**src/rtl/bgpe_ram.sv**
```systemverilog
// generic single-port ram with registered read
`default_nettype none

module bgpe_ram #(
    parameter int WIDTH = 8,
    parameter int DEPTH = 16
) (
    input  wire logic                     clk,
    input  wire logic                     we,
    input  wire logic                     re,
    input  wire logic [$clog2(DEPTH)-1:0] addr,
    input  wire logic [WIDTH-1:0]         wdata,
    output logic      [WIDTH-1:0]         rdata
);

    logic [WIDTH-1:0] mem [DEPTH];

    always_ff @(posedge clk)
    begin
        if (we)
        begin
            mem[addr] <= wdata;
        end
        if (re)
        begin
            rdata <= mem[addr];
        end
    end

endmodule

`default_nettype wire

```
**config.mk**
```make
export PLATFORM = sky130hd
export DESIGN_NAME = bgpe_ram
export DESIGN_NICKNAME = d
export VERILOG_FILES = /design/src/rtl/bgpe_ram.sv
export SDC_FILE = /design/constraint.sdc
export NUM_CORES = 1
export LEC_CHECK = 0
export ABC_AREA = 1
export BUFFER_PORTS_ARGS = -buffer_cell sky130_fd_sc_hd__buf_2
export CAP_MARGIN = 20
export CORE_AREA = 2 2 110 112
export DETAILED_ROUTE_END_ITERATION = 8
export DIE_AREA = 0 0 112 114
export PLACE_DENSITY = 0.66
export SYNTH_ARGS = -nofsm -noshare
export SYNTH_HDL_FRONTEND = slang
export SYNTH_SLANG_ARGS = --single-unit
```
**constraint.sdc**
```tcl
create_clock -name clk -period 3.25 [get_ports clk]
set_input_delay 0.65 -clock clk [delete_from_list [all_inputs] [get_ports clk]]
set_output_delay 0.65 -clock clk [all_outputs]
set_load 0.005 [all_outputs]
```
==> out/results.ini <==
[global_route]
grt_use_met3_pct = 4.782
grt_max_degree = 49
grt_pass1_vias = 3697
use_met2_pct = 33.01
antenna_found_initial = 0
grt_pass1_wl_um = 18620
grtUsageMet1_pct = 24.33
grt.busiest_layer = met2
gr-total-overflow = 0
track_usage_pct = 19.61

[pwr]
power-per-cell-area_mw_per_mm2 = 636.0
peakVddDrop_mv = 0.3067
cellLeakagePower_nw = 2.761

[sta]
period_share_pct = 62.49
clock_skew_ns = 0.007117
max_clock_freq_ghz = 0.4924
fin_ws_ns = 1.219
period_minus_slack_ns = 2.031
setup_tns_ns = 0
rsz0062_at_grt = false
slew_headroom_pct = 51.86
worstMarginPinSlew_ns = 0.7194
setup_viol = 0
hold_viol = 0
maxSlewViolCount = 0

[route]
drc = 0
final_antenna_net_count = 0
wl_per_cell_um = 15.78
vias = 3678
drt-pass1-iter-count = 5
drt_iter0_markers = 373
wl_um = 11580
vias_per_cell = 5.011

[die]
rows = 40
ios = 23
floorplan.initialDensity_pct = 48.44
die_area_sq_mm = 0.01277
core_area_sq_mm = 0.01171
die_x_um = 112
die_h_um = 114

[synthesis]
synth_area_sq_mm = 0.005673
syn_area_per_cell_sq_um = 10.35
yosys_warnings = 0
ys_types = 10
synth_nets = 563
ys_ff_latch = 136
seq_area_frac_synth_pct = 71.99
synthesis.instances = 548

[clocking]
hold_buffers = 0
post_cts_buffers = 0
cts_buffers = 17
clock_sinks = 136
cts_root_buf = clkbuf_16
cts_resized = 0
clk_pin_slew_ns = 0.06
insertion_delay_ns = 0.41
cts_tree = yes
cts.path.max_buffers = 2
htree_levels = 4

[setup_path]
crit_path_end_kind = register
worstPathMaxFanout = 24
cp_data_required_time_ns = 3.29
startpoint_type = input pin
cp.arrival_ns = 2.07
crit_type = input pin to register

[finish]
fillers = 994
syn_to_final_growth_pct = 14.40
nets = 589
antenna_cells = 0
drive_gt1_share_pct = 9.029

[placed_design]
routabilityCongestion = 0.9047
dpl.hpwl_um = 7456
portBuffers = 22
place_ws_ns = 0.8459

[flow_run]
maxCapViolCount = 0

[status]
status = finished clean

[hold_path]
hp-class = input pin to register

-- cell usage after synthesis --
library cell	count	area, sq um
nand2_1	346	1299
edfxtp_1	136	4084
inv_1	21	78.83
nor2_1	18	67.56
buf_2	12	60.06
buf_4	6	45.04
nand3_1	4	20.02
clkbuf_1	3	11.26
clkinv_1	1	3.750
inv_2	1	3.750
-- path summary, 6_finish.rpt --
path                             from  cells after the start                  end  slack, ns
hold reg to reg   mem[8][2]$_DFFE_PP_                      8   rdata[2]$_DFFE_PP_       0.79
setup / recovery              addr[1]                      4  mem[2][3]$_DFFE_PP_       1.22
hold / removal                     re                      1   rdata[2]$_DFFE_PP_       0.59
setup reg to reg  mem[5][7]$_DFFE_PP_                      8   rdata[7]$_DFFE_PP_       2.09
-- cell families after synthesis --
logic type,synth area share [%]
DFF,71.99
buffers and inverters,3.573
and+or+nand+nor,24.44
-- cell type report --
cell class / instances / area, sq um / share of cell area [%]
Sequential cell: 136 / 4084 / 62.93
Multi-Input combinational cell: 368 / 1386 / 21.36
Clock buffer: 21 / 440.4 / 6.786
Tap cell: 147 / 183.9 / 2.834
Timing Repair Buffer: 28 / 155.1 / 2.391
Clock inverter: 11 / 153.9 / 2.371
Inverter: 23 / 86.33 / 1.330
-- power breakdown --
part	leakage, nW	switching (mW)	internal (mW)	total (mW)
registers	1.24	0.00912	1.98	1.99
logic	1.23	0.168	0.0592	0.227
clock network	0.289	0.644	1.27	1.91
-- sequential cells by signal, summed over array words and instances, names as in the netlist --
signal and count:
mem 128, rdata 8
-- placed cells by master (no fill, tap or decap) --
cell type,n
clkinv_1,5
inv_1,21
nand2_1,346
edfxtp_1,136
clkbuf_1,4
clkbuf_16,17
nand3_1,4
bufinv_16,4
nor2_1,18
clkinv_2,2
buf_4,6
clkinv_4,1
inv_2,1
buf_2,22
-- stage by stage --
stage | total power, mW | instances | area, sq um | hold slack (ns) | utilization (%)
floorplan | 2.158 | 548 | 5673 | 0.7182 | -
global placement | 2.245 | 702 | 5896 | 0.7914 | 50.34
detailed placement | 2.249 | 702 | 5896 | 0.7939 | 50.34
CTS | 4.151 | 734 | 6490 | 0.5810 | 55.42
global route | 4.265 | 734 | 6490 | 0.5816 | 55.42
finish | 4.127 | 734 | 6490 | 0.5854 | 55.42
-- worst max-delay path, stage by stage --
cell	delay, ns
buf_2	0.35
buf_4	0.26
nand3_1	0.21
nor2_1	0.59
-- per-layer routing --
layer  part of all wire, %  vias to the layer above
met5                     0                        -
met1                    42                     1712
met4                   2.8                        0
li1                      -                     1811
met3                   6.7                       27
met2                    48                      128
No activity file was read; power rests on OpenSTA's default activity.
