### src/rtl/bgpe_pkg.sv
// package: sizes, command codes, register indexes and shared types of the parity encoder
`default_nettype none

package bgpe_pkg;

    localparam int NUM_BATCHES    = 16;
    localparam int MAX_PACKET     = 128;
    localparam int DATA_PACKETS   = 6;
    localparam int PARITY_PACKETS = 3;

    localparam int BYTE_W     = 8;
    localparam int CMD_W      = 2;
    localparam int BATCH_W    = 4;
    localparam int POS_W      = 7;
    localparam int DIDX_W     = 3;
    localparam int PIDX_W     = 2;
    localparam int ROW_W      = PARITY_PACKETS * BYTE_W;
    localparam int ADDR_W     = BATCH_W + POS_W;
    localparam int STORE_DEPTH = NUM_BATCHES * MAX_PACKET;
    localparam int CFG_IDX_W  = 2;
    localparam int CFG_DATA_W = DATA_PACKETS * BYTE_W;

    localparam logic [BYTE_W-1:0] GF_POLY_RESET = 8'd29;

    // command codes
    localparam logic [CMD_W-1:0] CMD_START  = 2'd0;
    localparam logic [CMD_W-1:0] CMD_ENCODE = 2'd1;
    localparam logic [CMD_W-1:0] CMD_READ   = 2'd2;

    // configuration register indexes
    localparam logic [CFG_IDX_W-1:0] CFG_GF_POLY     = 2'd0;
    localparam logic [CFG_IDX_W-1:0] CFG_WEIGHT_ROW0 = 2'd1;
    localparam logic [CFG_IDX_W-1:0] CFG_WEIGHT_ROW1 = 2'd2;
    localparam logic [CFG_IDX_W-1:0] CFG_WEIGHT_ROW2 = 2'd3;

    typedef logic [DATA_PACKETS-1:0][BYTE_W-1:0]   bgpe_wrow_t;
    typedef bgpe_wrow_t [PARITY_PACKETS-1:0]       bgpe_weights_t;
    typedef logic [PARITY_PACKETS-1:0][BYTE_W-1:0] bgpe_word_t;

    typedef enum logic [2:0] {
        ST_IDLE,
        ST_DECODE,
        ST_CLEAR,
        ST_FETCH,
        ST_MUL_LOAD,
        ST_MUL_RUN,
        ST_WRITE,
        ST_RESP
    } bgpe_state_t;

    typedef struct packed {
        logic              start;
        logic [BYTE_W-1:0] a;
        logic [BYTE_W-1:0] b;
    } bgpe_mul_req_t;

    typedef struct packed {
        logic              done;
        logic [BYTE_W-1:0] product;
    } bgpe_mul_rsp_t;

endpackage

`default_nettype wire

### src/rtl/bgpe_gf_mul.sv
// iterative gf(2^8) multiplier, one bit of the multiplier per cycle
`default_nettype none

module bgpe_gf_mul (
    input  wire logic                        clk,
    input  wire logic                        rst_n,
    input  wire logic [bgpe_pkg::BYTE_W-1:0] gf_poly,
    input  wire bgpe_pkg::bgpe_mul_req_t     req,
    output bgpe_pkg::bgpe_mul_rsp_t          rsp
);
    import bgpe_pkg::*;

    localparam int CNT_W = $clog2(BYTE_W);

    logic [BYTE_W-1:0] x_reg, x_next;
    logic [BYTE_W-1:0] y_reg;
    logic [BYTE_W-1:0] acc_reg;
    logic [CNT_W-1:0]  cnt_reg;
    logic              busy_reg;
    logic              done_reg;

    // multiply the running multiplicand by x, reduced
    always_comb
    begin
        if (x_reg[BYTE_W-1])
        begin
            x_next = {x_reg[BYTE_W-2:0], 1'b0} ^ gf_poly;
        end
        else
        begin
            x_next = {x_reg[BYTE_W-2:0], 1'b0};
        end
    end

    always_ff @(posedge clk or negedge rst_n)
    begin
        if (!rst_n)
        begin
            busy_reg <= 1'b0;
            done_reg <= 1'b0;
            cnt_reg  <= '0;
        end
        else
        begin
            done_reg <= 1'b0;
            if (req.start)
            begin
                busy_reg <= 1'b1;
                cnt_reg  <= '0;
            end
            else if (busy_reg)
            begin
                cnt_reg <= cnt_reg + 1'b1;
                if (cnt_reg == CNT_W'(BYTE_W - 1))
                begin
                    busy_reg <= 1'b0;
                    done_reg <= 1'b1;
                end
            end
        end
    end

    always_ff @(posedge clk)
    begin
        if (req.start)
        begin
            x_reg   <= req.a;
            y_reg   <= req.b;
            acc_reg <= '0;
        end
        else if (busy_reg)
        begin
            x_reg   <= x_next;
            y_reg   <= {1'b0, y_reg[BYTE_W-1:1]};
            acc_reg <= acc_reg ^ (y_reg[0] ? x_reg : '0);
        end
    end

    assign rsp.done    = done_reg;
    assign rsp.product = acc_reg;

endmodule

`default_nettype wire

### config.mk
export PLATFORM = sky130hd
export DESIGN_NAME = bgpe_gf_mul
export DESIGN_NICKNAME = d
export VERILOG_FILES = /design/src/rtl/bgpe_pkg.sv /design/src/rtl/bgpe_gf_mul.sv
export SDC_FILE = /design/constraint.sdc
export NUM_CORES = 1
export LEC_CHECK = 0
export BUFFER_PORTS_ARGS = -buffer_cell sky130_fd_sc_hd__buf_2
export CORE_ASPECT_RATIO = 0.5
export CORE_UTILIZATION = 35
export DETAILED_ROUTE_END_ITERATION = 8
export REMOVE_ABC_BUFFERS = 1
export SLEW_MARGIN = 20
export SYNTH_ARGS = -nofsm -noshare
export SYNTH_HDL_FRONTEND = slang
export SYNTH_SLANG_ARGS = --single-unit
### constraint.sdc
create_clock -name clk -period 1.54 [get_ports clk]
set_clock_uncertainty 0.15 [all_clocks]
set_input_delay 0.308 -clock clk [delete_from_list [all_inputs] [get_ports clk]]
set_output_delay 0.308 -clock clk [all_outputs]
set_load 0.01 [all_outputs]
==> results.toml, run 1 <==
[pwr]
p_switching_uw = 455.1
finalPower_uw = 1904
combPwrFrac_pct = 15.6
p_leak_uw = 0.0008274
power_frac_seq_pct = 50.6
vdd_ir_drop_max_mv = 0.3335
p_sw_share_pct = 23.90
internal_power_uw = 1449
p_per_area_mw_per_mm2 = 1047
clkPwrFrac_pct = 33.8

[floorplan]
core_region_area_mm2 = 0.003944
row_count = 16
pin_count = 36
initial_core_util_pct = 36.99
dieArea_mm2 = 0.004446
die_h_um = 47.65
die_x_um = 93.31

[route]
via_per_inst = 4.701
wirelength_mm = 2.668
drcViolationCount = 0
drtAntennaViolNets = 0
drtPass1Iterations = 4
wl_per_cell_um = 12.07
vias = 1039
drt_iter0_drc = 25

[worst_setup_path]
critPathBufInv = 1
crit_fanout = 16
slowest_stage = "edfxtp_1"
crit_required_ns = 1.42
reg2reg_from = "x_reg[7]"
critPathMaxStageDelay_ns = 0.37
worst-setup-path-type = "flip-flop to flip-flop"
crit_arrival_ns = 1.32
path_delay_family = "flip-flops"
cp-start-kind = "flip-flop"
rr_worst_depth = 3
cp-end-kind = "flip-flop"
path_cells = "buf_4, and4bb_2, a221o_1"
crit_cells = 3
r2r_slack_ns = 0.09
r2r_end = "x_reg[2]"

[layout]
layout.nets = 195
finalNonFillerCells = 221
areaGrowthSynthToFinish_pct = 24.70
regArea_um2 = 765.7
drive_gt1_share_pct = 37.13
nFillCells = 366
multi_input_area_um2 = 611.8
antennaDiodeCount = 0

[placement]
placed_cells = 212
place_worst_setup_slack_ns = -0.05610
place.gp.congestion = 0.7068
port_buffers = 35
dp_hpwl_mm = 1.914

[synth]
yosysSeqAreaShare_pct = 52.49
netlist_area_mm2 = 0.001459
synthArstFlopShare_pct = 17.24
synth-edff-count = 16
synth-seq-cells = 29
avgSynthCellArea_um2 = 12.06
ys_warn_count = 0
syn-instance-count = 121
synth_ff_type = "edfxtp_1"
synthDistinctLibCells = 28

[hold_path]
hold_depth = 2
hp-start = "req[7]"
holdPathEnd = "y_reg[7]"
hold_class = "input pin to flip-flop"

[grt]
grt_pass1_vias = 934
grt_pass1_wl_mm = 4.222
antenna_found_initial = 0
grt.total_usage_pct = 13.34
grt_max_degree = 18
overflow = 0

[clocking]
cts-resized-gates = 0
clockRootBuffer = "clkbuf_8"
cts_tree = "yes"
clock-sinks = 29
insertion_delay_ns = 0.28
numCtsBuffers = 5
cts_htree_levels = 2
clkTransAtPathRegs_ns = 0.06
clock_path_buffers = 2

[sta]
tightest_slew_ns = 0.2741
relSlewSlack_pct = 81.47
maxSlewViolCount = 0
final-setup-viol-count = 0
finalCritPeriodShare_pct = 93.85
rsz0062_at_grt = "false"
hold_violations = 0
fmax_mhz = 691.9
period_needed_ns = 1.445
finalWorstSetupSlack_ns = 0.09475

[run_status]
run_status = "completed"

[flow_run]
drv_cap = 0
[metal layers]
layer,vias up,wire length [um],track usage (%)
met4,0,53,7.385
met1,490,1227,14.79
met2,19,1262,23.68
met5,-,0,0
li1,524,-,-
met3,6,124,4.921
[power by group through the flow]
| stage | Combinational [uW] | Sequential [uW] | Clock (uW) |
|---|---|---|---|
| 2_1_floorplan | 151 | 988 | 0 |
| 3_3_place_gp | 289 | 978 | 0 |
| 3_5_place_dp | 300 | 980 | 0 |
| 4_1_cts | 303 | 965 | 666 |
| 5_1_grt | 332 | 977 | 705 |
| 6_report | 297 | 963 | 644 |
[metrics by stage]
stage | hold slack (ns) | instance area, um2 | setup TNS, ns | util (%)
6_report | 0.1544 | 1819 | 0 | 46.13
3_3_place_gp | -0.02279 | 1719 | -0.03058 | 43.59
5_1_grt | 0.1549 | 1819 | 0 | 46.13
4_1_cts | 0.1470 | 1819 | 0 | 46.13
3_5_place_dp | -0.02006 | 1719 | -0.1365 | 43.59
2_1_floorplan | -0.1376 | 1381 | 0 | -
[placed cells by master, fill, tap and decap left out, types with 2 or more instances in the layout]
cell and instances:
buf_4 10, ha_1 2, nand2_1 9, a221o_1 7
mux2_2 9, dfxtp_1 8, clkbuf_8 6, clkbuf_1 2
mux2i_1 2, buf_2 35, and2b_1 4, nand3_1 8
nor2_1 11, edfxtp_1 16, nor4bb_1 6, dfrtp_1 5
mux2_1 6, nor2b_1 11
[cell type report]
| cell class | instances | share of cell area (%) |
|---|---|---|
| Sequential cell | 29 | 42.09 |
| Multi-Input combinational cell | 82 | 33.63 |
| Timing Repair Buffer | 47 | 15.41 |
| Clock buffer | 8 | 4.952 |
| Tap cell | 54 | 3.714 |
| Inverter | 1 | 0.2063 |
[cells in the mapped netlist (2+ instances only)]
library cell	number	area share, %
a221o_1	7	4.8
nand3_1	8	2.7
dfxtp_1	8	11
mux2_2	9	6.9
edfxtp_1	16	33
nor4bb_1	6	4.1
nor2b_1	11	4.7
and2b_1	4	2.1
buf_2	2	0.69
mux2_1	6	4.6
dfrtp_1	5	8.6
ha_1	2	1.7
buf_6	3	2.3
nand2_1	9	2.3
mux2i_1	2	1.4
nor2_1	11	2.8
[worst max path at each step]
stage	start	endpoint
finish	x_reg[7]	x_reg[2]
global route	x_reg[7]	x_reg[2]
CTS	x_reg[7]	x_reg[2]
detailed placement	req[16]	x_reg[2]
global placement	req[16]	x_reg[1]
floorplan	busy_reg	x_reg[0]
[cell families after synthesis]
family                     count (synthesis)  share of synthesized area [%]
AOI/OAI and AO/OA                          9                          5.660
xor gates and xnor gates                   1                         0.6005
adders and majority gates                  2                          1.715
buffers and inverters                     10                          5.574
DFF                                       29                          52.49
muxes                                     17                          12.95
and+or+nand+nor                           53                          21.01
[repair_timing]
item | in CTS | in global routing
hold endpoints to repair | 5 | 0
setup buffers | 0 | 0
hold buffers | 1 | 0
(Power assumes the default switching activity.)
==> inputs of run 2 (changes only) <==
Settings changed: BUFFER_PORTS_ARGS -buffer_cell sky130_fd_sc_hd__buf_2 to default, CTS_BUF_LIST from default to sky130_fd_sc_hd__clkbuf_4 sky130_fd_sc_hd__clkbuf_8, DONT_BUFFER_PORTS from default to 1.
==> run 2 against run 1 <==
Final cell count down 18%. Final area down 12%. Critical path depth unchanged. Register-to-register slack worse by 0.02 ns. Critical endpoint is now x_reg[1]. Die area unchanged. Global-route usage down 0.50 points. Highest routed layer unchanged. First-iteration DRC count up 52%. Sequential power up 2.2%. Routed wire length down 5.5%.
==> results.toml, run 2 (synthesis gave the netlist of run 1 again) <==
[grt]
use_met2_pct = 22.50
grt_pass1_wl_mm = 4.043
use_met3_pct = 5.873
overflow = 0
grt.total_usage_pct = 12.84
grt_pass1_vias = 873
grt_max_degree = 50
grt_use_met1_pct = 13.65
top_usage_layer = "met2"
antenna_found_initial = 0

[clocking]
clock-sinks = 29
insertion_delay_ns = 0.28
cts_tree = "yes"
cts_htree_levels = 2
numCtsBuffers = 5
clkTransAtPathRegs_ns = 0.07
clockRootBuffer = "clkbuf_8"
clock_path_buffers = 2

[floorplan]
row_count = 16
dieArea_mm2 = 0.004446
die_h_um = 47.65
pin_count = 36
initial_core_util_pct = 36.99
die_x_um = 93.31
core_region_area_mm2 = 0.003944

[sta]
finalCritPeriodShare_pct = 94.84
maxSlewViolCount = 0
fmax_mhz = 684.7
period_needed_ns = 1.461
setup_tns_ns = 0
final-setup-viol-count = 0
hold_violations = 0
finalWorstSetupSlack_ns = 0.07940
rsz0062_at_grt = "false"
relSlewSlack_pct = 80.22
tightest_slew_ns = 0.2967

[placement]
place_area_mm2 = 0.001499
dp_hpwl_mm = 1.743
place_worst_setup_slack_ns = 0.09281
place.gp.congestion = 0.6797
placed_cells = 171
port_buffers = 0

[layout]
finalNonFillerCells = 181
layout.nets = 155
fin_util_pct = 40.58
drive_gt1_share_pct = 16.54
antennaDiodeCount = 0
final_common_cell = "edfxtp_1"
areaGrowthSynthToFinish_pct = 9.691
design_area_mm2 = 0.001600
most-common-layout-cells = "edfxtp_1 (16), nor2b_1 (11), nor2_1 (11)"

[route]
drt_iter0_drc = 38
wl_per_cell_um = 13.93
drtPass1Iterations = 4
drtAntennaViolNets = 0
drcViolationCount = 0
via_per_inst = 4.934
wirelength_mm = 2.522
vias = 893

[worst_setup_path]
rr_worst_depth = 3
slowest_stage = "edfxtp_1"
path_cells = "buf_4, nor4bb_1, a221o_1"
reg2reg_from = "x_reg[7]"
worst-setup-path-type = "flip-flop to flip-flop"
r2r_end = "x_reg[1]"
critPathMaxStageDelay_ns = 0.47
crit_fanout = 6
cp-start-kind = "flip-flop"
crit_required_ns = 1.42
r2r_slack_ns = 0.08
crit_arrival_ns = 1.34
cp-end-kind = "flip-flop"

[hold_path]
hp-start = "req[7]"
holdPathEnd = "y_reg[7]"
hold_depth = 1
hold_class = "input pin to flip-flop"

[pwr]
p_leak_uw = 0.0006521
p_per_area_mw_per_mm2 = 1106
vdd_ir_drop_max_mv = 0.3210

[flow_run]
drv_cap = 0

[run_status]
run_status = "completed"
## run 2: changes by cell type in the layout (fill, tap and decap cells not counted)
cell           previous run  this run
dlygate4sd3_1             1         2
clkbuf_8                  6         5
clkinv_1                  0         2
buf_4                    10         4
clkbuf_1                  2         0
clkinv_2                  0         1
buf_2                    35         0
## run 2: layout make-up
| type | count | area (um2) |
|---|---|---|
| fillers | 386 | 2344 |
| inverters | 1 | 3.754 |
| clock buffers | 5 | 68.82 |
| well taps | 54 | 67.56 |
| repair buffers | 7 | 70.07 |
| flip-flops and latches | 29 | 765.7 |
| clock inverters | 3 | 12.51 |
| multi-input cells | 82 | 611.8 |
## run 2: what timing repair did
item                                   in CTS  in global routing
gates resized for setup                     0                  0
endpoints found under the hold margin      10                  0
buffers inserted                            0                  0
hold buffers                                2                  0
## run 2: how the worst max path moves through the flow
stage,from,end,slack [ns],cells after the start
finish,x_reg[7],x_reg[1],0.08,3
global route,x_reg[7],x_reg[1],0.03,3
CTS,x_reg[7],x_reg[1],0.09,3
detailed placement,x_reg[7],x_reg[1],0.09,3
global placement,x_reg[7],x_reg[1],0.14,3
floorplan,busy_reg,x_reg[0],0.01,1
## run 2: through the flow
step,total power [uW],hold slack (ns)
after floorplan,1139,-0.1376
after global routing,1866,0.06698
after global placement,1182,-0.1375
after detailed placement,1192,-0.1374
final,1769,0.07567
after CTS,1798,0.06773
## run 2: worst max-delay path, delay by kind of cell (launching register included)
family	cells	cell delay, ns
buf+inv	1	0.19
compound gates	1	0.26
simple gates	1	0.13
flops	1	0.47
## run 2: report_power, final
| group | switching, uW | internal [uW] |
|---|---|---|
| sequential | 71.4 | 912 |
| clock | 285 | 303 |
| combinational | 65.3 | 132 |
## run 2: routing by layer
metal,wire length [um],up-vias
met3,183,8
li1,-,448
met1,1133,419
met5,0,-
met4,59,0
met2,1145,18
