`src/rtl/bgpe_pkg.sv`:
```
// package: sizes, command codes, register indexes and shared types of the parity encoder
`default_nettype none

package bgpe_pkg;

    localparam int NUM_BATCHES    = 16;
    localparam int MAX_PACKET     = 128;
    localparam int DATA_PACKETS   = 6;
    localparam int PARITY_PACKETS = 3;

    localparam int BYTE_W     = 8;
    localparam int CMD_W      = 2;
    localparam int BATCH_W    = 4;
    localparam int POS_W      = 7;
    localparam int DIDX_W     = 3;
    localparam int PIDX_W     = 2;
    localparam int ROW_W      = PARITY_PACKETS * BYTE_W;
    localparam int ADDR_W     = BATCH_W + POS_W;
    localparam int STORE_DEPTH = NUM_BATCHES * MAX_PACKET;
    localparam int CFG_IDX_W  = 2;
    localparam int CFG_DATA_W = DATA_PACKETS * BYTE_W;

    localparam logic [BYTE_W-1:0] GF_POLY_RESET = 8'd29;

    // command codes
    localparam logic [CMD_W-1:0] CMD_START  = 2'd0;
    localparam logic [CMD_W-1:0] CMD_ENCODE = 2'd1;
    localparam logic [CMD_W-1:0] CMD_READ   = 2'd2;

    // configuration register indexes
    localparam logic [CFG_IDX_W-1:0] CFG_GF_POLY     = 2'd0;
    localparam logic [CFG_IDX_W-1:0] CFG_WEIGHT_ROW0 = 2'd1;
    localparam logic [CFG_IDX_W-1:0] CFG_WEIGHT_ROW1 = 2'd2;
    localparam logic [CFG_IDX_W-1:0] CFG_WEIGHT_ROW2 = 2'd3;

    typedef logic [DATA_PACKETS-1:0][BYTE_W-1:0]   bgpe_wrow_t;
    typedef bgpe_wrow_t [PARITY_PACKETS-1:0]       bgpe_weights_t;
    typedef logic [PARITY_PACKETS-1:0][BYTE_W-1:0] bgpe_word_t;

    typedef enum logic [2:0] {
        ST_IDLE,
        ST_DECODE,
        ST_CLEAR,
        ST_FETCH,
        ST_MUL_LOAD,
        ST_MUL_RUN,
        ST_WRITE,
        ST_RESP
    } bgpe_state_t;

    typedef struct packed {
        logic              start;
        logic [BYTE_W-1:0] a;
        logic [BYTE_W-1:0] b;
    } bgpe_mul_req_t;

    typedef struct packed {
        logic              done;
        logic [BYTE_W-1:0] product;
    } bgpe_mul_rsp_t;

endpackage

`default_nettype wire

```
`src/rtl/bgpe_if.sv`:
```
// interfaces: command word channel and result word channel
`default_nettype none

interface bgpe_in_if;
    logic                           valid;
    logic                           ready;
    logic [bgpe_pkg::CMD_W-1:0]     cmd;
    logic [bgpe_pkg::BATCH_W-1:0]   batch;
    logic [bgpe_pkg::POS_W-1:0]     batch_size;
    logic [bgpe_pkg::DIDX_W-1:0]    data_index;
    logic [bgpe_pkg::PIDX_W-1:0]    parity_index;
    logic [bgpe_pkg::POS_W-1:0]     byte_pos;
    logic [bgpe_pkg::BYTE_W-1:0]    data_byte;

    modport source (
        output valid, cmd, batch, batch_size, data_index, parity_index, byte_pos, data_byte,
        input  ready
    );
    modport sink (
        input  valid, cmd, batch, batch_size, data_index, parity_index, byte_pos, data_byte,
        output ready
    );
endinterface

interface bgpe_out_if;
    logic                        valid;
    logic                        ready;
    logic [bgpe_pkg::BYTE_W-1:0] parity_byte;
    logic                        status;

    modport source (
        output valid, parity_byte, status,
        input  ready
    );
    modport sink (
        input  valid, parity_byte, status,
        output ready
    );
endinterface

`default_nettype wire

```
`src/rtl/bgpe_seq.sv`:
```
// command sequencer: batch sizes, clear walk, read-modify-write of parity words
`default_nettype none

module bgpe_seq (
    input  wire logic                          clk,
    input  wire logic                          rst_n,
    bgpe_in_if.sink                            in_ch,
    bgpe_out_if.source                         out_ch,
    input  wire bgpe_pkg::bgpe_weights_t       weights,
    output bgpe_pkg::bgpe_mul_req_t            mul_req,
    input  wire bgpe_pkg::bgpe_mul_rsp_t       mul_rsp,
    output logic                               ram_we,
    output logic                               ram_re,
    output logic [bgpe_pkg::ADDR_W-1:0]        ram_addr,
    output bgpe_pkg::bgpe_word_t               ram_wdata,
    input  wire bgpe_pkg::bgpe_word_t          ram_rdata
);
    import bgpe_pkg::*;

    bgpe_state_t state_reg, state_next;

    // latched command word
    logic [CMD_W-1:0]   cmd_reg;
    logic [BATCH_W-1:0] batch_reg;
    logic [POS_W-1:0]   size_reg;
    logic [DIDX_W-1:0]  didx_reg;
    logic [PIDX_W-1:0]  pidx_reg;
    logic [POS_W-1:0]   pos_reg;
    logic [BYTE_W-1:0]  dbyte_reg;

    logic [POS_W-1:0]   sizes_reg [NUM_BATCHES];
    logic [POS_W-1:0]   clr_cnt_reg;
    logic [PIDX_W-1:0]  row_reg;
    bgpe_word_t         word_reg;

    logic [BYTE_W-1:0]  res_parity_reg;
    logic               res_status_reg;
    logic               out_valid_reg;
    logic [BYTE_W-1:0]  out_parity_reg;
    logic               out_status_reg;

    logic [POS_W-1:0]   cur_size;
    logic               batch_ok, pos_ok;
    logic               start_ok, enc_ok, read_ok;
    logic               clr_last, row_last, out_free;

    assign cur_size = sizes_reg[batch_reg];
    assign batch_ok = {1'b0, batch_reg} < (BATCH_W + 1)'(NUM_BATCHES);
    assign pos_ok   = pos_reg < cur_size;
    assign start_ok = (cmd_reg == CMD_START) && batch_ok;
    assign enc_ok   = (cmd_reg == CMD_ENCODE) && batch_ok && pos_ok
                      && ({1'b0, didx_reg} < (DIDX_W + 1)'(DATA_PACKETS));
    assign read_ok  = (cmd_reg == CMD_READ) && batch_ok && pos_ok
                      && ({1'b0, pidx_reg} < (PIDX_W + 1)'(PARITY_PACKETS));
    assign clr_last = ({1'b0, clr_cnt_reg} + 1'b1) == {1'b0, size_reg};
    assign row_last = row_reg == PIDX_W'(PARITY_PACKETS - 1);
    assign out_free = !out_valid_reg || out_ch.ready;

    // next state
    always_comb
    begin
        state_next = state_reg;
        case (state_reg)
            ST_IDLE:
            begin
                if (in_ch.valid)
                begin
                    state_next = ST_DECODE;
                end
            end
            ST_DECODE:
            begin
                if (start_ok && (size_reg != '0))
                begin
                    state_next = ST_CLEAR;
                end
                else if (enc_ok || read_ok)
                begin
                    state_next = ST_FETCH;
                end
                else
                begin
                    state_next = ST_RESP;
                end
            end
            ST_CLEAR:
            begin
                if (clr_last)
                begin
                    state_next = ST_RESP;
                end
            end
            ST_FETCH:
            begin
                if (cmd_reg == CMD_ENCODE)
                begin
                    state_next = ST_MUL_LOAD;
                end
                else
                begin
                    state_next = ST_RESP;
                end
            end
            ST_MUL_LOAD:
            begin
                state_next = ST_MUL_RUN;
            end
            ST_MUL_RUN:
            begin
                if (mul_rsp.done)
                begin
                    state_next = row_last ? ST_WRITE : ST_MUL_LOAD;
                end
            end
            ST_WRITE:
            begin
                state_next = ST_RESP;
            end
            ST_RESP:
            begin
                if (out_free)
                begin
                    state_next = ST_IDLE;
                end
            end
            default:
            begin
                state_next = ST_IDLE;
            end
        endcase
    end

    // outputs
    always_comb
    begin
        ram_we        = 1'b0;
        ram_re        = 1'b0;
        ram_addr      = {batch_reg, pos_reg};
        ram_wdata     = word_reg;
        mul_req.start = 1'b0;
        mul_req.a     = weights[row_reg][didx_reg];
        mul_req.b     = dbyte_reg;
        in_ch.ready   = 1'b0;
        case (state_reg)
            ST_IDLE:
            begin
                in_ch.ready = 1'b1;
            end
            ST_DECODE:
            begin
                ram_re = enc_ok || read_ok;
            end
            ST_CLEAR:
            begin
                ram_we    = 1'b1;
                ram_addr  = {batch_reg, clr_cnt_reg};
                ram_wdata = '0;
            end
            ST_MUL_LOAD:
            begin
                mul_req.start = 1'b1;
            end
            ST_WRITE:
            begin
                ram_we = 1'b1;
            end
            default:
            begin
                ram_we = 1'b0;
            end
        endcase
    end

    always_ff @(posedge clk or negedge rst_n)
    begin
        if (!rst_n)
        begin
            state_reg     <= ST_IDLE;
            out_valid_reg <= 1'b0;
        end
        else
        begin
            state_reg <= state_next;
            if ((state_reg == ST_RESP) && out_free)
            begin
                out_valid_reg <= 1'b1;
            end
            else if (out_ch.ready)
            begin
                out_valid_reg <= 1'b0;
            end
        end
    end

    // datapath
    always_ff @(posedge clk)
    begin
        case (state_reg)
            ST_IDLE:
            begin
                cmd_reg   <= in_ch.cmd;
                batch_reg <= in_ch.batch;
                size_reg  <= in_ch.batch_size;
                didx_reg  <= in_ch.data_index;
                pidx_reg  <= in_ch.parity_index;
                pos_reg   <= in_ch.byte_pos;
                dbyte_reg <= in_ch.data_byte;
            end
            ST_DECODE:
            begin
                // a 7-bit size never exceeds the packet length, no saturation needed
                if (start_ok)
                begin
                    sizes_reg[batch_reg] <= size_reg;
                end
                clr_cnt_reg    <= '0;
                res_parity_reg <= '0;
                res_status_reg <= !(start_ok || enc_ok || read_ok);
            end
            ST_CLEAR:
            begin
                clr_cnt_reg <= clr_cnt_reg + 1'b1;
            end
            ST_FETCH:
            begin
                word_reg <= ram_rdata;
                row_reg  <= '0;
                if (cmd_reg == CMD_READ)
                begin
                    res_parity_reg <= ram_rdata[pidx_reg];
                end
            end
            ST_MUL_RUN:
            begin
                if (mul_rsp.done)
                begin
                    word_reg[row_reg] <= word_reg[row_reg] ^ mul_rsp.product;
                    row_reg           <= row_reg + 1'b1;
                end
            end
            ST_RESP:
            begin
                if (out_free)
                begin
                    out_parity_reg <= res_parity_reg;
                    out_status_reg <= res_status_reg;
                end
            end
            default:
            begin
            end
        endcase
    end

    assign out_ch.valid       = out_valid_reg;
    assign out_ch.parity_byte = out_parity_reg;
    assign out_ch.status      = out_status_reg;

endmodule

`default_nettype wire

```
`src/flat_wrapper.sv`:
```
// flat-port wrapper written by rule: the top's interface ports become plain ports
module bgpe_seq_flat import bgpe_pkg::*;
  (clk, rst_n, weights, mul_req, mul_rsp, ram_we, ram_re, ram_addr, ram_wdata, ram_rdata, in_ch_valid, in_ch_cmd, in_ch_batch, in_ch_batch_size, in_ch_data_index, in_ch_parity_index, in_ch_byte_pos, in_ch_data_byte, in_ch_ready, out_ch_valid, out_ch_parity_byte, out_ch_status, out_ch_ready);
  bgpe_in_if in_ch_i ();
  bgpe_out_if out_ch_i ();
  input  wire logic clk;
  input  wire logic rst_n;
  input  wire bgpe_pkg::bgpe_weights_t weights;
  output bgpe_pkg::bgpe_mul_req_t mul_req;
  input  wire bgpe_pkg::bgpe_mul_rsp_t mul_rsp;
  output logic ram_we;
  output logic ram_re;
  output logic [bgpe_pkg::ADDR_W-1:0] ram_addr;
  output bgpe_pkg::bgpe_word_t ram_wdata;
  input  wire bgpe_pkg::bgpe_word_t ram_rdata;
  input wire logic [$bits(in_ch_i.valid)-1:0] in_ch_valid;
  input wire logic [$bits(in_ch_i.cmd)-1:0] in_ch_cmd;
  input wire logic [$bits(in_ch_i.batch)-1:0] in_ch_batch;
  input wire logic [$bits(in_ch_i.batch_size)-1:0] in_ch_batch_size;
  input wire logic [$bits(in_ch_i.data_index)-1:0] in_ch_data_index;
  input wire logic [$bits(in_ch_i.parity_index)-1:0] in_ch_parity_index;
  input wire logic [$bits(in_ch_i.byte_pos)-1:0] in_ch_byte_pos;
  input wire logic [$bits(in_ch_i.data_byte)-1:0] in_ch_data_byte;
  output wire logic [$bits(in_ch_i.ready)-1:0] in_ch_ready;
  output wire logic [$bits(out_ch_i.valid)-1:0] out_ch_valid;
  output wire logic [$bits(out_ch_i.parity_byte)-1:0] out_ch_parity_byte;
  output wire logic [$bits(out_ch_i.status)-1:0] out_ch_status;
  input wire logic [$bits(out_ch_i.ready)-1:0] out_ch_ready;
  assign in_ch_i.valid = in_ch_valid;
  assign in_ch_i.cmd = in_ch_cmd;
  assign in_ch_i.batch = in_ch_batch;
  assign in_ch_i.batch_size = in_ch_batch_size;
  assign in_ch_i.data_index = in_ch_data_index;
  assign in_ch_i.parity_index = in_ch_parity_index;
  assign in_ch_i.byte_pos = in_ch_byte_pos;
  assign in_ch_i.data_byte = in_ch_data_byte;
  assign in_ch_ready = in_ch_i.ready;
  assign out_ch_valid = out_ch_i.valid;
  assign out_ch_parity_byte = out_ch_i.parity_byte;
  assign out_ch_status = out_ch_i.status;
  assign out_ch_i.ready = out_ch_ready;
  bgpe_seq u_core (.clk(clk), .rst_n(rst_n), .in_ch(in_ch_i), .out_ch(out_ch_i), .weights(weights), .mul_req(mul_req), .mul_rsp(mul_rsp), .ram_we(ram_we), .ram_re(ram_re), .ram_addr(ram_addr), .ram_wdata(ram_wdata), .ram_rdata(ram_rdata));
endmodule
```
`config.mk`:
```
export PLATFORM = sky130hd
export DESIGN_NAME = bgpe_seq_flat
export DESIGN_NICKNAME = d
export VERILOG_FILES = /design/src/rtl/bgpe_pkg.sv /design/src/rtl/bgpe_if.sv /design/src/rtl/bgpe_seq.sv /design/src/flat_wrapper.sv
export SDC_FILE = /design/constraint.sdc
export NUM_CORES = 1
export LEC_CHECK = 0
export BUFFER_PORTS_ARGS = -buffer_cell sky130_fd_sc_hd__buf_2
export CORE_MARGIN = 4
export CORE_UTILIZATION = 40
export DETAILED_ROUTE_END_ITERATION = 8
export RECOVER_POWER = 50
export SLEW_MARGIN = 5
export SYNTH_ARGS = -nofsm -noshare
export SYNTH_HDL_FRONTEND = slang
export SYNTH_SLANG_ARGS = --single-unit
```
`constraint.sdc`:
```
create_clock -name clk -period 4.6 [get_ports clk]
set_clock_uncertainty 0.05 [all_clocks]
set_input_delay 0.46 -clock clk [delete_from_list [all_inputs] [get_ports clk]]
set_output_delay 0.46 -clock clk [all_outputs]
set_load 0.005 [all_outputs]
```
==> results.txt <==
The reg2reg setup slack is 1.16 ns, and the aggregate global-route resource usage is 20.7%. The count of pins over their slew limit is 31, and the arrival time reported for the critical path endpoint is 3.84 ns. The cell type with the largest total area after synthesis is sky130_fd_sc_hd__edfxtp_1. The pre-antenna-repair detailed-routing pass consisted of 5 iterations. Of all flip-flops after synthesis, the portion carrying an async set or reset was 1.96%. The first routing iteration left 673 violations.

The tools report the end of the critical path as ram_re. No sink is reached through more buffers than the 3 on the longest clock path. Summing the sequential cell areas from Yosys gives 60.7% of the chip area.

Routability-driven placement finished with a final weighted congestion of 0.993. When the netlist entered floorplanning its net count stood at 885. In the layout the commonest cells are sky130_fd_sc_hd__buf_2 (257), sky130_fd_sc_hd__edfxtp_1 (196), sky130_fd_sc_hd__nor2_1 (64). After synthesis, the mean cell area works out to 15.1 sq um.

The floorplan step defined a die boundary enclosing 27600 sq um. The area fraction of the dominant cell type after synthesis was 58.9%; the I/O pin count was 279. For the number of setup violations in the final report, the log shows 0.

The detailed router put a total of 11.1 mm of wire on met1. Entering global routing, the biggest net connects 41 pins. The tightest min-delay check is of the primary input to flop type. Post-CTS timing repair inserted 0 buffers for setup.

In this design, the stage delay of the slowest critical-path cell is 0.61 ns. Counting every sink on the clock net gives 204. The detailed-routed wire length on met3 is 2.10 mm, and the total leakage power is 4.81 nW.

The number of global-route vias before repair was 7252; the number of cells on the worst reg-to-reg path was 9. The time the worst path needs with I/O delays and setup is 4.35 ns, and the final critical-path share of the clock period is 94.6%. The die is 166 um tall.

Synthesis inferred 204 register bits. The run finished, with violations left. The die is 166 um wide.

The number of flops mapped to enable cells by yosys is 196, and the via count normalized by instance count is 5.35. Counting distinct cell types in the post-synthesis netlist gives 44. The total number of H-tree levels was 1; the count of input and output buffers was 278. Final global-route overflow total: 0. The run gives 0 as the number of routed nets with antenna violations. The core region is 24500 sq um. After clock tree synthesis, the clock-pin slew on the worst setup and hold paths is 0.06 ns. The max-cap violation count came out at 1. Global-route wire length before repair: 44.3 mm. The area growth from synthesis to layout is 24.4%. Counting the buffers created by CTS gives 22. In this run the critical register-to-register path is captured at u_core.res_status_reg. The final standard cell area without fillers was 12400 sq um. The initial utilization of the core area, before any placement, comes to 40.8%. The run gives 2 as the initial antenna violation count. The worst setup path is launched from a flop. TritonCTS built the clock tree. The placed instances occupy a cell area of 11700 sq um. The root buffer cell chosen for the clock tree is sky130_fd_sc_hd__clkbuf_16. The standard cell with the maximum stage delay on the critical path is sky130_fd_sc_hd__mux4_1.

VDD sags by at most 0.399 mV. The floorplan has 57 rows. Critical path data required time: 4.09 ns. The sum of met2 wire segment lengths after detailed routing was 15.3 mm; the via count of the routed design was 6866. The worst hold slack is 0.0866 ns, and the wire length per cell is 22.9 um. The final hold violation count is 0. The number of cells produced by synthesis is 661. Ranked by total cell area, the synthesized netlist is headed by sky130_fd_sc_hd__edfxtp_1 (59%), sky130_fd_sc_hd__mux4_2 (9.0%), sky130_fd_sc_hd__mux4_1 (6.3%).

The worst pin sits at a relative slew slack of -9.46%. The maximum clock frequency came out at 0.230 GHz. The worst setup path is captured at an output port. Routed signal wires occupy layers up through met4. The clock insertion delay at the later pin of the skew report came out at 0.49 ns.

The fraction of final layout cells with drive strength greater than 1 was 38.5%; the final sum of negative setup slack was 0 ns. At the pin with the least slew margin, the transition time is 1.64 ns. The synthesized netlist occupies a cell area of 9990 sq um. Detailed placement finished with a half-perimeter wire length of 22.8 mm. The layout has 2150 filler cells. Setup repair after global routing left no endpoint under its margin.

The signal on the critical path passes through buf_6, mux4_1, mux4_2, inv_1, ha_1, a21o_1, a2111oi_1, o41ai_2, nor2_1, buf_2. The number of flip-flops in the largest register is 112. The total number of yosys warnings was 0.

The total number of nets in the final design was 1165; the sum of routed wire length over all layers was 29.3 mm. For this run, design rule violations remaining after detail routing come to 0. In the synthesized netlist the dominant register cell turns out to be sky130_fd_sc_hd__edfxtp_1. The setup path with the least slack is of type flop to output port. The checks that failed: max-capacitance violations, max-slew violations. The library cell used most frequently in the layout, excluding fill and tap cells, is sky130_fd_sc_hd__buf_2. The largest fanout on the critical path was 22.

The power per standard cell area was 537 nW/um^2.
-- worst min path at each step --
stage | startpoint | endpoint | slack (ns) | cells after the start
global route | in_ch_data_index[1] | u_core.didx_reg[1] | 0.07 | 1
detailed placement | rst_n | u_core.out_ch.valid | 0.23 | 1
global placement | rst_n | u_core.out_ch.valid | 0.23 | 1
CTS | in_ch_data_index[0] | u_core.didx_reg[0] | 0.07 | 1
finish | in_ch_data_byte[0] | u_core.dbyte_reg[0] | 0.09 | 1
floorplan | rst_n | u_core.out_ch.valid | 0.11 | 0
-- cells in the mapped netlist, types with 3 or more instances --
cell                        number
sky130_fd_sc_hd__inv_1          10
sky130_fd_sc_hd__and3_1          4
sky130_fd_sc_hd__nor3_1          7
sky130_fd_sc_hd__a2111oi_0       3
sky130_fd_sc_hd__o21a_1          3
sky130_fd_sc_hd__and2_1         26
sky130_fd_sc_hd__a22oi_1        10
sky130_fd_sc_hd__nor2b_1         7
sky130_fd_sc_hd__nand3_1         8
sky130_fd_sc_hd__o21ai_0        28
sky130_fd_sc_hd__xnor2_1         6
sky130_fd_sc_hd__mux4_2         40
sky130_fd_sc_hd__dfrtp_1         4
sky130_fd_sc_hd__mux4_1         24
sky130_fd_sc_hd__xor2_1         12
sky130_fd_sc_hd__edfxtp_1      196
sky130_fd_sc_hd__nand2b_1        8
sky130_fd_sc_hd__o22ai_1         9
sky130_fd_sc_hd__nor2_1         64
sky130_fd_sc_hd__dfxtp_1         4
sky130_fd_sc_hd__clkbuf_1       14
sky130_fd_sc_hd__nand2_1        44
sky130_fd_sc_hd__mux2_2         20
sky130_fd_sc_hd__nor4_1          3
sky130_fd_sc_hd__buf_2          13
sky130_fd_sc_hd__mux2i_1        26
sky130_fd_sc_hd__ha_1           10
sky130_fd_sc_hd__buf_1           6
sky130_fd_sc_hd__a21oi_1        31
-- repair_timing --
| action | in CTS | in global routing |
|---|---|---|
| hold buffers | 1 | 0 |
| gates resized for setup | 1 | 2 |
| endpoints found under the setup margin | 1 | 1 |
| hold endpoints to repair | 4 | 0 |
-- stage by stage --
step	setup WS (ns)	instances	power, mW	utilization, %
finish	0.250	1283	6.68	50.8
global route	0.107	1283	7.07	50.8
CTS	0.0692	1281	6.75	50.9
detailed placement	0.520	1240	5.00	47.9
global placement	0.604	1240	4.98	47.9
floorplan	0.622	661	4.18	-
-- cell families (layout without fill, tap and decap cells) --
family | after synthesis | count (layout) | share of synthesized area [%]
xor gates and xnor gates | 19 | 19 | 1.80
muxes | 110 | 110 | 20.2
DFF | 204 | 204 | 60.7
buffers and inverters | 49 | 345 | 2.34
and+or+nand+nor | 179 | 179 | 8.35
adders and majority gates | 10 | 10 | 1.25
other | 0 | 2 | 0
AOI/OAI and AO/OA | 90 | 90 | 5.35
-- per-layer routing --
layer | track usage (%) | vias to the layer above
li1 | - | 3146
met1 | 24.9 | 3356
met2 | 37.3 | 314
met3 | 4.31 | 50
met4 | 7.03 | 0
met5 | 0 | -
-- critical path: cells and delay by family (launching register included) --
kind	cells	cell delay (ns)
muxes	2	1.08
AOI/OAI and AO/OA	3	0.84
buffers and inverters	3	0.51
DFF	1	0.43
adders and majority gates	1	0.24
and+or+nand+nor	1	0.23
-- report_power, final --
group,total (mW),internal (mW),leakage (nW),switching (mW)
registers,2.81,2.46,1.87,0.348
clock network,1.74,1.05,0.353,0.682
logic,2.14,1.01,2.59,1.13
-- cell type report --
type | instances | area (sq um) | share of cell area, %
diodes | 2 | 5.00 | 0.0403
clock buffers | 33 | 663 | 5.34
clock inverters | 7 | 67.6 | 0.544
inverters | 11 | 41.3 | 0.332
multi-input cells | 408 | 3690 | 29.7
flip-flops and latches | 204 | 6070 | 48.8
well taps | 324 | 405 | 3.26
repair buffers | 294 | 1480 | 11.9
Power figures use the tool's default switching activity.
